File: config.mk
export PLATFORM = sky130hd
export DESIGN_NAME = waveform_batch_statistics_flat
export DESIGN_NICKNAME = d
export VERILOG_FILES = /design/src/hw/rtl/wbs_pkg.sv /design/src/hw/rtl/wbs_sample_if.sv /design/src/hw/rtl/wbs_result_if.sv /design/src/hw/rtl/wbs_ctrl.sv /design/src/hw/rtl/wbs_dpath.sv /design/src/hw/rtl/waveform_batch_statistics.sv /design/src/flat_wrapper.sv
export SDC_FILE = /design/constraint.sdc
export NUM_CORES = 2
export LEC_CHECK = 0
export ABC_AREA = 1
export BUFFER_PORTS_ARGS = -buffer_cell sky130_fd_sc_hd__buf_4
export CORE_AREA = 2 2 299 301
export DETAILED_ROUTE_END_ITERATION = 8
export DIE_AREA = 0 0 301 303
export GPL_TIMING_DRIVEN = 0
export PLACE_DENSITY = 0.73
export SLEW_MARGIN = 20
export SYNTH_ARGS = -nofsm -noshare
export SYNTH_HDL_FRONTEND = slang
export SYNTH_HIERARCHICAL = 1
export SYNTH_SLANG_ARGS = --single-unit
File: constraint.sdc
create_clock -name i_clk -period 7.6 [get_ports i_clk]
set_input_delay 1.52 -clock i_clk [delete_from_list [all_inputs] [get_ports i_clk]]
set_output_delay 1.52 -clock i_clk [all_outputs]
set_load 0.05 [all_outputs]
File: src/hw/rtl/wbs_pkg.sv
// ----------------------------------------------------------------------------
// wbs_pkg
// widths, register codes and control types of the batch statistics block
// ----------------------------------------------------------------------------
`timescale 1ns / 1ps
`default_nettype none

package wbs_pkg;

    localparam int SAMPLE_BITS = 12;
    localparam int HALF_W      = SAMPLE_BITS - 1;
    localparam int SQR_W       = 2 * SAMPLE_BITS;
    localparam int SUM_W       = 32;
    localparam int SQ_W        = 48;
    localparam int CNT_W       = 21;
    localparam int LEN_W       = 21;
    localparam int DIVR_W      = 2 * HALF_W;
    localparam int RATIO_W     = 16;
    localparam int TARGET_W    = 16;
    localparam int CFG_W       = 21;
    localparam int CFG_IDX_W   = 3;

    // ratio scale 1000 = 1024 - 16 - 8
    localparam int SCALE_SHIFT = 10;
    localparam int SCALE_SUB_A = 4;
    localparam int SCALE_SUB_B = 3;
    localparam int SCALED_W    = SQ_W + SCALE_SHIFT;

    // shared divider
    localparam int DVD_W  = SCALED_W;
    localparam int DVS_W  = (LEN_W > DIVR_W) ? LEN_W : DIVR_W;
    localparam int STEP_W = $clog2(DVD_W);

    localparam logic [LEN_W-1:0]    MAX_BATCH_LEN   = LEN_W'(1048576);
    localparam logic [LEN_W-1:0]    RST_BATCH_LEN   = LEN_W'(100000);
    localparam logic [TARGET_W-1:0] RST_MARGIN      = TARGET_W'(75);
    localparam logic [TARGET_W-1:0] RST_TRI_TARGET  = TARGET_W'(333);
    localparam logic [TARGET_W-1:0] RST_SINE_TARGET = TARGET_W'(500);
    localparam logic [TARGET_W-1:0] RST_RECT_TARGET = TARGET_W'(1000);

    typedef enum logic [CFG_IDX_W-1:0] {
        REG_BATCH_LEN    = 3'd0,
        REG_CLASS_MARGIN = 3'd1,
        REG_TRI_TARGET   = 3'd2,
        REG_SINE_TARGET  = 3'd3,
        REG_RECT_TARGET  = 3'd4
    } t_cfg_reg;

    typedef enum logic [1:0] {
        CLS_NONE     = 2'd0,
        CLS_TRIANGLE = 2'd1,
        CLS_SINE     = 2'd2,
        CLS_RECT     = 2'd3
    } t_shape_class;

    typedef enum logic [1:0] {
        DSEL_MEAN  = 2'd0,
        DSEL_MSQ   = 2'd1,
        DSEL_RATIO = 2'd2
    } t_div_sel;

    typedef struct packed {
        logic     accum;
        logic     div_start;
        t_div_sel div_sel;
        logic     scale_hi;
        logic     scale_lo;
        logic     out_load;
    } t_dp_cmd;

    typedef struct packed {
        logic batch_end;
        logic div_done;
        logic flat;
    } t_dp_sts;

endpackage

`default_nettype wire

File: src/hw/rtl/wbs_sample_if.sv
// ----------------------------------------------------------------------------
// wbs_sample_if
// sample channel: valid, ready and one converter reading
// ----------------------------------------------------------------------------
`timescale 1ns / 1ps
`default_nettype none

interface wbs_sample_if;

    logic                             valid;
    logic                             ready;
    logic [wbs_pkg::SAMPLE_BITS-1:0] sample;

    modport source (output valid, output sample, input ready);
    modport sink   (input valid, input sample, output ready);

endinterface

`default_nettype wire

File: src/hw/rtl/wbs_result_if.sv
// ----------------------------------------------------------------------------
// wbs_result_if
// result channel: valid, ready and the statistics of one batch
// ----------------------------------------------------------------------------
`timescale 1ns / 1ps
`default_nettype none

interface wbs_result_if;

    logic                             valid;
    logic                             ready;
    logic [wbs_pkg::SAMPLE_BITS-1:0] batch_min;
    logic [wbs_pkg::SAMPLE_BITS-1:0] batch_max;
    logic [wbs_pkg::SAMPLE_BITS-1:0] batch_mean;
    logic [wbs_pkg::RATIO_W-1:0]     shape_ratio;
    wbs_pkg::t_shape_class            shape_class;
    logic                             flat_signal;

    modport source (
        output valid, output batch_min, output batch_max, output batch_mean,
        output shape_ratio, output shape_class, output flat_signal,
        input ready
    );
    modport sink (
        input valid, input batch_min, input batch_max, input batch_mean,
        input shape_ratio, input shape_class, input flat_signal,
        output ready
    );

endinterface

`default_nettype wire

File: src/hw/rtl/wbs_ctrl.sv
// ----------------------------------------------------------------------------
// wbs_ctrl
// sequencer: accumulation, end-of-batch divisions and result hand-off
// ----------------------------------------------------------------------------
`timescale 1ns / 1ps
`default_nettype none

module wbs_ctrl (
    input  wire               i_clk,
    input  wire               i_rst_n,
    input  wire               i_in_valid,
    output logic              o_in_ready,
    output logic              o_out_valid,
    input  wire               i_out_ready,
    output wbs_pkg::t_dp_cmd  o_cmd,
    input  wbs_pkg::t_dp_sts  i_sts
);

    typedef enum logic [3:0] {
        S_ACCUM,
        S_MEAN_GO,
        S_MEAN_WAIT,
        S_MSQ_GO,
        S_MSQ_WAIT,
        S_SCALE_HI,
        S_SCALE_LO,
        S_RATIO_GO,
        S_RATIO_WAIT,
        S_EMIT
    } t_state;

    t_state r_state;
    logic   r_in_ready;
    logic   r_out_valid;
    logic   accept;
    logic   out_free;

    assign accept      = i_in_valid && r_in_ready;
    assign out_free    = !r_out_valid || i_out_ready;
    assign o_in_ready  = r_in_ready;
    assign o_out_valid = r_out_valid;

    always_comb begin
        o_cmd           = '0;
        o_cmd.div_sel   = wbs_pkg::DSEL_MEAN;
        o_cmd.accum     = accept;
        o_cmd.scale_hi  = (r_state == S_SCALE_HI);
        o_cmd.scale_lo  = (r_state == S_SCALE_LO);
        o_cmd.out_load  = (r_state == S_EMIT) && out_free;
        unique case (r_state)
            S_MEAN_GO: begin
                o_cmd.div_start = 1'b1;
                o_cmd.div_sel   = wbs_pkg::DSEL_MEAN;
            end
            S_MSQ_GO: begin
                o_cmd.div_start = 1'b1;
                o_cmd.div_sel   = wbs_pkg::DSEL_MSQ;
            end
            S_RATIO_GO: begin
                o_cmd.div_start = 1'b1;
                o_cmd.div_sel   = wbs_pkg::DSEL_RATIO;
            end
            default: begin
                o_cmd.div_start = 1'b0;
            end
        endcase
    end

    always_ff @(posedge i_clk) begin
        if (!i_rst_n) begin
            r_state     <= S_ACCUM;
            r_in_ready  <= 1'b1;
            r_out_valid <= 1'b0;
        end else begin
            // in the emit state a freed register is refilled below
            if (r_out_valid && i_out_ready && (r_state != S_EMIT)) begin
                r_out_valid <= 1'b0;
            end
            unique case (r_state)
                S_ACCUM: begin
                    if (accept && i_sts.batch_end) begin
                        r_state    <= S_MEAN_GO;
                        r_in_ready <= 1'b0;
                    end
                end
                S_MEAN_GO:  r_state <= S_MEAN_WAIT;
                S_MEAN_WAIT: begin
                    if (i_sts.div_done) begin
                        r_state <= S_MSQ_GO;
                    end
                end
                S_MSQ_GO:   r_state <= S_MSQ_WAIT;
                S_MSQ_WAIT: begin
                    if (i_sts.div_done) begin
                        r_state <= i_sts.flat ? S_EMIT : S_SCALE_HI;
                    end
                end
                S_SCALE_HI: r_state <= S_SCALE_LO;
                S_SCALE_LO: r_state <= S_RATIO_GO;
                S_RATIO_GO: r_state <= S_RATIO_WAIT;
                S_RATIO_WAIT: begin
                    if (i_sts.div_done) begin
                        r_state <= S_EMIT;
                    end
                end
                S_EMIT: begin
                    if (out_free) begin
                        r_out_valid <= 1'b1;
                        r_in_ready  <= 1'b1;
                        r_state     <= S_ACCUM;
                    end
                end
                default: begin
                    r_state    <= S_ACCUM;
                    r_in_ready <= 1'b1;
                end
            endcase
        end
    end

endmodule

`default_nettype wire

File: src/hw/rtl/wbs_dpath.sv
// ----------------------------------------------------------------------------
// wbs_dpath
// config registers, accumulators, shared restoring divider, result register
// ----------------------------------------------------------------------------
`timescale 1ns / 1ps
`default_nettype none

module wbs_dpath (
    input  wire                                i_clk,
    input  wire                                i_rst_n,
    input  wbs_pkg::t_dp_cmd                   i_cmd,
    output wbs_pkg::t_dp_sts                   o_sts,
    input  wire [wbs_pkg::SAMPLE_BITS-1:0]     i_sample,
    input  wire                                i_cfg_we,
    input  wire [wbs_pkg::CFG_IDX_W-1:0]       i_cfg_idx,
    input  wire [wbs_pkg::CFG_W-1:0]           i_cfg_wdata,
    output logic [wbs_pkg::SAMPLE_BITS-1:0]    o_batch_min,
    output logic [wbs_pkg::SAMPLE_BITS-1:0]    o_batch_max,
    output logic [wbs_pkg::SAMPLE_BITS-1:0]    o_batch_mean,
    output logic [wbs_pkg::RATIO_W-1:0]        o_shape_ratio,
    output wbs_pkg::t_shape_class              o_shape_class,
    output logic                               o_flat_signal
);

    // configuration
    logic [wbs_pkg::LEN_W-1:0]    r_batch_len;
    logic [wbs_pkg::TARGET_W-1:0] r_margin;
    logic [wbs_pkg::TARGET_W-1:0] r_tri_target;
    logic [wbs_pkg::TARGET_W-1:0] r_sine_target;
    logic [wbs_pkg::TARGET_W-1:0] r_rect_target;
    logic [wbs_pkg::LEN_W-1:0]    len_eff;

    // accumulators
    logic [wbs_pkg::SUM_W-1:0]       r_sum;
    logic [wbs_pkg::SQ_W-1:0]        r_sq;
    logic [wbs_pkg::SAMPLE_BITS-1:0] r_min;
    logic [wbs_pkg::SAMPLE_BITS-1:0] r_max;
    logic [wbs_pkg::CNT_W-1:0]       r_count;
    logic [wbs_pkg::SAMPLE_BITS-1:0] r_prev_mean;
    logic [wbs_pkg::CNT_W-1:0]       n_count;
    logic [wbs_pkg::SAMPLE_BITS-1:0] abs_diff;
    logic [wbs_pkg::SQR_W-1:0]       sq;

    // half range squared
    logic [wbs_pkg::SAMPLE_BITS-1:0] range_w;
    logic [wbs_pkg::HALF_W-1:0]      half;
    logic [wbs_pkg::DIVR_W-1:0]      r_half_sq;

    // divider
    logic                          r_busy;
    logic [wbs_pkg::STEP_W-1:0]    r_step;
    logic [wbs_pkg::DVD_W-1:0]     r_quo;
    logic [wbs_pkg::DVS_W-1:0]     r_rem;
    logic [wbs_pkg::DVS_W-1:0]     r_dvs;
    wbs_pkg::t_div_sel             r_sel;
    logic [wbs_pkg::DVD_W-1:0]     start_dvd;
    logic [wbs_pkg::DVS_W-1:0]     start_dvs;
    logic [wbs_pkg::DVS_W:0]       rem_sh;
    logic [wbs_pkg::DVS_W:0]       rem_sub;
    logic                          q_bit;
    logic [wbs_pkg::DVS_W-1:0]     n_rem;
    logic [wbs_pkg::DVD_W-1:0]     n_quo;
    logic                          div_done;

    // division results
    logic [wbs_pkg::SAMPLE_BITS-1:0] r_mean;
    logic [wbs_pkg::SQ_W-1:0]        r_msq;
    logic [wbs_pkg::SCALED_W-1:0]    r_scaled;
    logic [wbs_pkg::SCALED_W-1:0]    msq_ext;
    logic [wbs_pkg::RATIO_W-1:0]     r_ratio;
    wbs_pkg::t_shape_class           cls;
    logic                            flat;

    localparam logic [wbs_pkg::STEP_W-1:0] DIV_LAST_STEP =
        wbs_pkg::STEP_W'(wbs_pkg::DVD_W - 1);

    function automatic logic near_target(
        input logic [wbs_pkg::RATIO_W-1:0]  ratio,
        input logic [wbs_pkg::TARGET_W-1:0] target,
        input logic [wbs_pkg::TARGET_W-1:0] margin
    );
        logic [wbs_pkg::TARGET_W-1:0] lo;
        logic [wbs_pkg::TARGET_W:0]   hi;
        lo = (target > margin) ? (target - margin) : '0;
        hi = {1'b0, target} + {1'b0, margin};
        return (ratio >= lo) && ({1'b0, ratio} <= hi);
    endfunction

    // configuration registers
    always_ff @(posedge i_clk) begin
        if (!i_rst_n) begin
            r_batch_len   <= wbs_pkg::RST_BATCH_LEN;
            r_margin      <= wbs_pkg::RST_MARGIN;
            r_tri_target  <= wbs_pkg::RST_TRI_TARGET;
            r_sine_target <= wbs_pkg::RST_SINE_TARGET;
            r_rect_target <= wbs_pkg::RST_RECT_TARGET;
        end else if (i_cfg_we) begin
            unique case (i_cfg_idx)
                wbs_pkg::REG_BATCH_LEN:    r_batch_len   <= i_cfg_wdata[wbs_pkg::LEN_W-1:0];
                wbs_pkg::REG_CLASS_MARGIN: r_margin      <= i_cfg_wdata[wbs_pkg::TARGET_W-1:0];
                wbs_pkg::REG_TRI_TARGET:   r_tri_target  <= i_cfg_wdata[wbs_pkg::TARGET_W-1:0];
                wbs_pkg::REG_SINE_TARGET:  r_sine_target <= i_cfg_wdata[wbs_pkg::TARGET_W-1:0];
                wbs_pkg::REG_RECT_TARGET:  r_rect_target <= i_cfg_wdata[wbs_pkg::TARGET_W-1:0];
                default: ;
            endcase
        end
    end

    // zero length acts as one, long lengths saturate
    always_comb begin
        priority if (r_batch_len == '0) begin
            len_eff = wbs_pkg::LEN_W'(1);
        end else if (r_batch_len > wbs_pkg::MAX_BATCH_LEN) begin
            len_eff = wbs_pkg::MAX_BATCH_LEN;
        end else begin
            len_eff = r_batch_len;
        end
    end

    assign n_count  = r_count + wbs_pkg::CNT_W'(1);
    assign abs_diff = (i_sample >= r_prev_mean) ? (i_sample - r_prev_mean)
                                                : (r_prev_mean - i_sample);
    assign sq       = wbs_pkg::SQR_W'(abs_diff) * wbs_pkg::SQR_W'(abs_diff);

    always_ff @(posedge i_clk) begin
        if (!i_rst_n) begin
            r_sum       <= '0;
            r_sq        <= '0;
            r_min       <= '1;
            r_max       <= '0;
            r_count     <= '0;
            r_prev_mean <= '0;
        end else if (i_cmd.accum) begin
            r_sum   <= r_sum + wbs_pkg::SUM_W'(i_sample);
            r_sq    <= r_sq + wbs_pkg::SQ_W'(sq);
            r_count <= n_count;
            if (i_sample < r_min) begin
                r_min <= i_sample;
            end
            if (i_sample > r_max) begin
                r_max <= i_sample;
            end
        end else if (i_cmd.out_load) begin
            r_prev_mean <= r_mean;
            r_sum       <= '0;
            r_sq        <= '0;
            r_min       <= '1;
            r_max       <= '0;
            r_count     <= '0;
        end
    end

    assign range_w = r_max - r_min;
    assign half    = range_w[wbs_pkg::SAMPLE_BITS-1:1];

    always_ff @(posedge i_clk) begin
        r_half_sq <= wbs_pkg::DIVR_W'(half) * wbs_pkg::DIVR_W'(half);
    end

    // operand select for the shared divider
    always_comb begin
        unique case (i_cmd.div_sel)
            wbs_pkg::DSEL_MSQ: begin
                start_dvd = wbs_pkg::DVD_W'(r_sq);
                start_dvs = wbs_pkg::DVS_W'(len_eff);
            end
            wbs_pkg::DSEL_RATIO: begin
                start_dvd = r_scaled;
                start_dvs = wbs_pkg::DVS_W'(r_half_sq);
            end
            default: begin
                start_dvd = wbs_pkg::DVD_W'(r_sum);
                start_dvs = wbs_pkg::DVS_W'(len_eff);
            end
        endcase
    end

    // one quotient bit per cycle, msb first
    assign rem_sh   = {r_rem, r_quo[wbs_pkg::DVD_W-1]};
    assign rem_sub  = rem_sh - {1'b0, r_dvs};
    assign q_bit    = (rem_sh >= {1'b0, r_dvs});
    assign n_rem    = q_bit ? rem_sub[wbs_pkg::DVS_W-1:0] : rem_sh[wbs_pkg::DVS_W-1:0];
    assign n_quo    = {r_quo[wbs_pkg::DVD_W-2:0], q_bit};
    assign div_done = r_busy && (r_step == '0);

    always_ff @(posedge i_clk) begin
        if (!i_rst_n) begin
            r_busy <= 1'b0;
            r_step <= '0;
        end else if (i_cmd.div_start) begin
            r_busy <= 1'b1;
            r_step <= DIV_LAST_STEP;
            r_quo  <= start_dvd;
            r_rem  <= '0;
            r_dvs  <= start_dvs;
            r_sel  <= i_cmd.div_sel;
        end else if (r_busy) begin
            r_quo <= n_quo;
            r_rem <= n_rem;
            if (div_done) begin
                r_busy <= 1'b0;
                unique case (r_sel)
                    wbs_pkg::DSEL_MSQ:   r_msq   <= n_quo[wbs_pkg::SQ_W-1:0];
                    wbs_pkg::DSEL_RATIO: r_ratio <= n_quo[wbs_pkg::RATIO_W-1:0];
                    default:             r_mean  <= n_quo[wbs_pkg::SAMPLE_BITS-1:0];
                endcase
            end else begin
                r_step <= r_step - wbs_pkg::STEP_W'(1);
            end
        end
    end

    // scale by 1000 in two subtract steps
    assign msq_ext = wbs_pkg::SCALED_W'(r_msq);

    always_ff @(posedge i_clk) begin
        if (i_cmd.scale_hi) begin
            r_scaled <= (msq_ext << wbs_pkg::SCALE_SHIFT) - (msq_ext << wbs_pkg::SCALE_SUB_A);
        end else if (i_cmd.scale_lo) begin
            r_scaled <= r_scaled - (msq_ext << wbs_pkg::SCALE_SUB_B);
        end
    end

    assign flat = (r_half_sq == '0);

    always_comb begin
        priority if (near_target(r_ratio, r_tri_target, r_margin)) begin
            cls = wbs_pkg::CLS_TRIANGLE;
        end else if (near_target(r_ratio, r_sine_target, r_margin)) begin
            cls = wbs_pkg::CLS_SINE;
        end else if (near_target(r_ratio, r_rect_target, r_margin)) begin
            cls = wbs_pkg::CLS_RECT;
        end else begin
            cls = wbs_pkg::CLS_NONE;
        end
    end

    // result register
    always_ff @(posedge i_clk) begin
        if (i_cmd.out_load) begin
            o_batch_min   <= r_min;
            o_batch_max   <= r_max;
            o_batch_mean  <= r_mean;
            o_flat_signal <= flat;
            o_shape_ratio <= flat ? '0 : r_ratio;
            o_shape_class <= flat ? wbs_pkg::CLS_NONE : cls;
        end
    end

    assign o_sts.batch_end = (n_count >= len_eff);
    assign o_sts.div_done  = div_done;
    assign o_sts.flat      = flat;

endmodule

`default_nettype wire

File: src/hw/rtl/waveform_batch_statistics.sv
// mid-batch: each sample transfer is accumulated and ready stays high
// batch end: the transfer that closes a batch starts three 58-step passes of
//          one shared divider (two for a flat batch) before its result shows
// throughput: 1 sample per cycle inside a batch; ready is low while the
//          end-of-batch divisions run, the result register frees the input side
// reset: synchronous active-low i_rst_n restores register defaults, clears all
//          accumulators and the previous mean, and empties the result register
// ----------------------------------------------------------------------------
// waveform_batch_statistics
// per-batch min, max, mean and shape ratio of converter samples, with a class
// ----------------------------------------------------------------------------
`timescale 1ns / 1ps
`default_nettype none

module waveform_batch_statistics (
    input  wire                             i_clk,
    input  wire                             i_rst_n,
    wbs_sample_if.sink                      i_sample_ch,
    wbs_result_if.source                    o_result_ch,
    input  wire                             i_cfg_we,
    input  wire [wbs_pkg::CFG_IDX_W-1:0]    i_cfg_idx,
    input  wire [wbs_pkg::CFG_W-1:0]        i_cfg_wdata
);

    // command and status between sequencer and datapath
    wbs_pkg::t_dp_cmd cmd;
    wbs_pkg::t_dp_sts sts;

    // sequencer: holds input ready, result valid and the division order
    // (mean, mean square, then scaled ratio unless the batch is flat)
    wbs_ctrl u_ctrl (
        .i_clk       (i_clk),
        .i_rst_n     (i_rst_n),
        .i_in_valid  (i_sample_ch.valid),
        .o_in_ready  (i_sample_ch.ready),
        .o_out_valid (o_result_ch.valid),
        .i_out_ready (o_result_ch.ready),
        .o_cmd       (cmd),
        .i_sts       (sts)
    );

    // datapath: accumulates each transfer as it is accepted, runs the shared
    // restoring divider and holds the result payload until its transfer
    wbs_dpath u_dpath (
        .i_clk         (i_clk),
        .i_rst_n       (i_rst_n),
        .i_cmd         (cmd),
        .o_sts         (sts),
        .i_sample      (i_sample_ch.sample),
        .i_cfg_we      (i_cfg_we),
        .i_cfg_idx     (i_cfg_idx),
        .i_cfg_wdata   (i_cfg_wdata),
        .o_batch_min   (o_result_ch.batch_min),
        .o_batch_max   (o_result_ch.batch_max),
        .o_batch_mean  (o_result_ch.batch_mean),
        .o_shape_ratio (o_result_ch.shape_ratio),
        .o_shape_class (o_result_ch.shape_class),
        .o_flat_signal (o_result_ch.flat_signal)
    );

endmodule

`default_nettype wire

File: src/flat_wrapper.sv
// flat-port wrapper written by rule: the top's interface ports become plain ports
module waveform_batch_statistics_flat 
  (i_clk, i_rst_n, i_cfg_we, i_cfg_idx, i_cfg_wdata, i_sample_ch_valid, i_sample_ch_sample, i_sample_ch_ready, o_result_ch_valid, o_result_ch_batch_min, o_result_ch_batch_max, o_result_ch_batch_mean, o_result_ch_shape_ratio, o_result_ch_shape_class, o_result_ch_flat_signal, o_result_ch_ready);
  wbs_sample_if i_sample_ch_i ();
  wbs_result_if o_result_ch_i ();
  input  wire i_clk;
  input  wire i_rst_n;
  input  wire i_cfg_we;
  input  wire [wbs_pkg::CFG_IDX_W-1:0] i_cfg_idx;
  input  wire [wbs_pkg::CFG_W-1:0] i_cfg_wdata;
  input wire logic [$bits(i_sample_ch_i.valid)-1:0] i_sample_ch_valid;
  input wire logic [$bits(i_sample_ch_i.sample)-1:0] i_sample_ch_sample;
  output wire logic [$bits(i_sample_ch_i.ready)-1:0] i_sample_ch_ready;
  output wire logic [$bits(o_result_ch_i.valid)-1:0] o_result_ch_valid;
  output wire logic [$bits(o_result_ch_i.batch_min)-1:0] o_result_ch_batch_min;
  output wire logic [$bits(o_result_ch_i.batch_max)-1:0] o_result_ch_batch_max;
  output wire logic [$bits(o_result_ch_i.batch_mean)-1:0] o_result_ch_batch_mean;
  output wire logic [$bits(o_result_ch_i.shape_ratio)-1:0] o_result_ch_shape_ratio;
  output wire logic [$bits(o_result_ch_i.shape_class)-1:0] o_result_ch_shape_class;
  output wire logic [$bits(o_result_ch_i.flat_signal)-1:0] o_result_ch_flat_signal;
  input wire logic [$bits(o_result_ch_i.ready)-1:0] o_result_ch_ready;
  assign i_sample_ch_i.valid = i_sample_ch_valid;
  assign i_sample_ch_i.sample = i_sample_ch_sample;
  assign i_sample_ch_ready = i_sample_ch_i.ready;
  assign o_result_ch_valid = o_result_ch_i.valid;
  assign o_result_ch_batch_min = o_result_ch_i.batch_min;
  assign o_result_ch_batch_max = o_result_ch_i.batch_max;
  assign o_result_ch_batch_mean = o_result_ch_i.batch_mean;
  assign o_result_ch_shape_ratio = o_result_ch_i.shape_ratio;
  assign o_result_ch_shape_class = o_result_ch_i.shape_class;
  assign o_result_ch_flat_signal = o_result_ch_i.flat_signal;
  assign o_result_ch_i.ready = o_result_ch_ready;
  waveform_batch_statistics u_core (.i_clk(i_clk), .i_rst_n(i_rst_n), .i_sample_ch(i_sample_ch_i), .o_result_ch(o_result_ch_i), .i_cfg_we(i_cfg_we), .i_cfg_idx(i_cfg_idx), .i_cfg_wdata(i_cfg_wdata));
endmodule
==> impl_summary.txt <==
----------------------------------------------------
[Status]
  Status ... finished, final reports clean

[STA]
  Final worst-path setup slack ... 7.157 ps
  # setup viols final ... 0
  Post-route fraction of the period consumed by the critical path ... 99.91%
  Hold_ws ... 442.4 ps
  Final critical path time including I/O delays and setup ... 7593 ps
  Max Slew Vio Count ... 0
  Max-Slew Margin vs Limit ... 29.07%
  Maximum clock rate ... 131.7 MHz
  Measured slew at the worst slew-check pin ... 1064 ps
  Final Hold Violating Endpoints ... 0
  Layout Skew ... 23.91 ps

[Die]
  Num rows ... 109
  Die Footprint ... 91200 µm²
  Y dimension of the die ... 303 µm
  Num ports ... 98
  Placeable core region ... 87970 µm²
  Die width ... 301 µm
  Initial standard-cell utilization of the core ... 54.46%

[Min path]
  Classification of the worst-slack hold path ... flip-flop to flip-flop
  Hold Path Cell Cnt ... 0

[Detailed routing]
  Iteration-0 DRC count of the detailed router ... 4486
  Number of search-and-repair iterations in the first detailed-routing pass ... 7
  Remaining DRCs ... 0
  Average vias per placed instance ... 5.796
  Routed Wire Length ... 167400 µm
  Number of nets still failing antenna checks after routing ... 0
  WL/cell ... 21.31 µm
  Via total after detailed routing ... 45520

[Placement]
  Number of buffers added on ports ... 97
  Post-Place Setup Slack ... -1413 ps
  Final GP Congestion ... 1.022
  DP Cell Count ... 7697
  Hpwl dp ... 133900 µm

[Synthesis]
  Flip-flop cell with the highest count after synthesis ... edfxtp_1
  Most repeated cell in the gate-level netlist after synthesis ... nand2_1
  Post-Synthesis Cell Area ... 47910 µm²
  Sequential cell area fraction in the yosys report ... 28.88%
  Yosys synthesis warning count ... 6
  Cells after Synth ... 6425
  Share of the synthesized area in the top cell type ... 18.18%
  Flip-flop and latch count after synthesis ... 546
  Top post-synthesis cells by area ... edfxtp_1 18%, ha_1 14%, dfxtp_1 11%, nand2_1 9.4%, inv_1 7.6%
  Yosys cell types ... 79
  Number of synthesized flops with an enable pin ... 290
  Top cells by count, synth ... 1199 x nand2_1, 965 x inv_1, 666 x nor2_1, 661 x a21oi_1, 519 x ha_1
  Post-Synthesis Mean Instance Area ... 7.456 µm²
  Synthesized Nets ... 7160
  Post-synth ARST share ... 0%
  Leading area contributor after synthesis ... edfxtp_1

[Clock tree]
  Clock tree from TritonCTS ... yes
  Number of buffers created by CTS ... 59
  H-tree Lvls ... 2
  Number of buffers on the longest clock path ... 3
  Clk slew on worst S/H paths ... 60 ps
  Clock Root Buffer ... clkbuf_16
  Insertion delay to the later sink of the worst-skew pair ... 660 ps
  Clock net sink count ... 546

[Power]
  Proportion of power drawn by the clock network ... 11.2%
  Sum of internal, switching and leakage power ... 28.13 mW
  Maximum ir drop on the vdd rail ... 1471 µV
  Leakage component of the power ... 24.12 nW
  Design internal power ... 13.57 mW
  P per Cell Area ... 523.7 nW/µm²
  Switching Share ... 51.77%
  Sequential share of power ... 14.1%
  Net Switching ... 14.57 mW
  Combinational group share of total power ... 74.7%

[Final layout]
  Share of final-layout standard cells stronger than drive strength 1 ... 8.748%
  Area grow syn2layout ... 12.14%
  Non-filler instance count after layout ... 7853
  Count of nets after finishing ... 7371

[Worst setup path]
  Startpoint of the most critical register-to-register path ... u_core/u_dpath/r_prev_mean[0]$_SDFFE_PN0P_
  Register-to-Register Setup Slack ... 680 ps
  Critical-path top delay cell ... fa_1
  Length in cells of the worst reg-to-reg path ... 35
  Worst EP required ... 8170 ps
  Setup Crit Path Kind ... primary input to flip-flop
  Worst Setup End Kind ... flip-flop
  Worst Setup EP ... u_core/u_dpath/r_sq[45]$_SDFFE_PN0P_
  Most frequent cell on the critical path ... fa_1
  Worst Path Arrival ... 8160 ps
  Worst R2R End ... u_core/u_dpath/r_sq[45]$_SDFFE_PN0P_
  Critical Path Source Type ... primary input
  Delay contributed by the slowest stage of the critical path ... 560 ps
  Critical path startpoint ... i_sample_ch_sample[3]
  Crit-path max FO ... 7

[GRT]
  Maximum number of pins on one net before global-route repair ... 37
  Global route total overflow ... 0
  Antenna violations before repair ... 2
  First-pass GRT wire length ... 248500 µm
  Number of global-route vias before repair ... 42660
  Overall global routing resource usage ... 35.67%

[Run]
  Max-capacitance violation count ... 0

----------------------------------------------------
-- what timing repair did --
action | 4_1_cts | 5_1_grt
hold buffers | 0 | 0
gates resized for setup | 67 | 160
pin swaps | 17 | 80
setup endpoints to repair | 33 | 33
buffers inserted | 15 | 26
gates cloned | 1 | 1
-- area by class of cell --
class	count	area (µm²)
timing repair inverter	1	6.256
tap	1165	1458
buffer	163	790.8
fill	8140	34240
inverter	1002	3806
sequential	546	13830
clock inverter	36	464.2
clock buffer	76	1652
multi-input combinational	4714	30360
antenna	1	2.502
timing repair buffer	149	1355
-- stage by stage --
step / utilization (%) / area [µm²] / setup TNS, ps
after floorplan: - / 47940 / 0
final: 61.07 / 53720 / 0
after detailed placement: 57.32 / 50420 / -37490
after global routing: 61.07 / 53720 / -1789
after global placement: 56.98 / 50120 / -288070
after CTS: 60.18 / 52940 / 0
-- cell families (layout without fill, tap and decap cells) --
family	after synthesis	after routing	synth area share (%)
muxes	1	1	0.02090
buffers and inverters	1165	1427	9.418
and+or+nand+nor	2420	2420	21.27
xor gates and xnor gates	153	153	2.868
other	0	1	0
adders and majority gates	694	694	20.87
DFF	546	546	28.88
AOI/OAI and AO/OA	1446	1446	16.68
-- critical path: cells and delay by family --
family,cells,cell delay [ps]
AND/OR/NAND/NOR,15,1630
AO/OA/AOI/OAI,6,1100
buffers and inverters,9,710
adder cells (fa/ha/maj),7,3160
-- worst min path at each step --
| stage | from | to | slack (ps) |
|---|---|---|---|
| after floorplan | u_core/u_dpath/r_min[10]$_SDFFE_PN1P_ | u_core/u_dpath/o_batch_min[10]$_DFFE_PP_ | 410 |
| after global placement | u_core/u_dpath/r_min[10]$_SDFFE_PN1P_ | u_core/u_dpath/o_batch_min[10]$_DFFE_PP_ | 420 |
| after detailed placement | u_core/u_dpath/r_min[10]$_SDFFE_PN1P_ | u_core/u_dpath/o_batch_min[10]$_DFFE_PP_ | 420 |
| after CTS | u_core/u_dpath/r_quo[29]$_DFFE_PP_ | u_core/u_dpath/r_msq[30]$_DFFE_PP_ | 430 |
| after global routing | u_core/u_dpath/r_mean[11]$_DFFE_PP_ | u_core/u_dpath/o_batch_mean[11]$_DFFE_PP_ | 450 |
| final | u_core/u_dpath/r_min[10]$_SDFFE_PN1P_ | u_core/u_dpath/o_batch_min[10]$_DFFE_PP_ | 440 |
-- placed cells by master, fill, tap and decap left out, types with 16 or more instances in the layout --
cell type and instances:
nor2_4 32, nand2_4 17, nand3_1 278, a21oi_1 639, nor3_1 76, nand2_2 34, a31oi_1 21, fa_1 171
o31ai_1 22, buf_4 140, nand4_1 59, o21a_1 16, edfxtp_1 290, xor2_1 120, a21oi_2 16, clkbuf_16 60
nand2_1 1173, nor2_1 638, clkbuf_1 118, o211ai_1 16, a22o_1 16, nor2_2 31, o21ai_2 23, ha_1 502
nor4_1 33, xnor2_1 30, inv_2 42, o21ai_1 47, dfxtp_1 256, inv_1 944, o22ai_1 28, buf_2 25
o21bai_1 23, a21o_1 38, o21ai_0 459
-- routing by layer --
| metal | track usage [%] | routed length (µm) |
|---|---|---|
| met1 | 48.02 | 70010 |
| met2 | 57.03 | 74480 |
| met3 | 5.378 | 14560 |
| met4 | 15.73 | 8316 |
| met5 | 0 | 0 |
-- power by group through the flow --
stage,sequential (mW),combinational (mW),clock (mW)
2_1_floorplan,3.90,11.8,0
3_3_place_gp,4.03,15.0,0
3_5_place_dp,4.00,15.4,0
4_1_cts,3.95,16.5,3.17
5_1_grt,3.98,23.3,3.29
6_report,3.97,21.0,3.15
-- sequential cells by signal, indices dropped and copies added, names as in the netlist, 21 cells and up --
name	count
u_core/u_dpath/r_batch_len	21
u_core/u_dpath/r_count	21
u_core/u_dpath/r_dvs	22
u_core/u_dpath/r_half_sq	21
u_core/u_dpath/r_msq	48
u_core/u_dpath/r_quo	58
u_core/u_dpath/r_rem	22
u_core/u_dpath/r_scaled	55
u_core/u_dpath/r_sq	48
u_core/u_dpath/r_sum	32
Power figures use the tool's default switching activity.
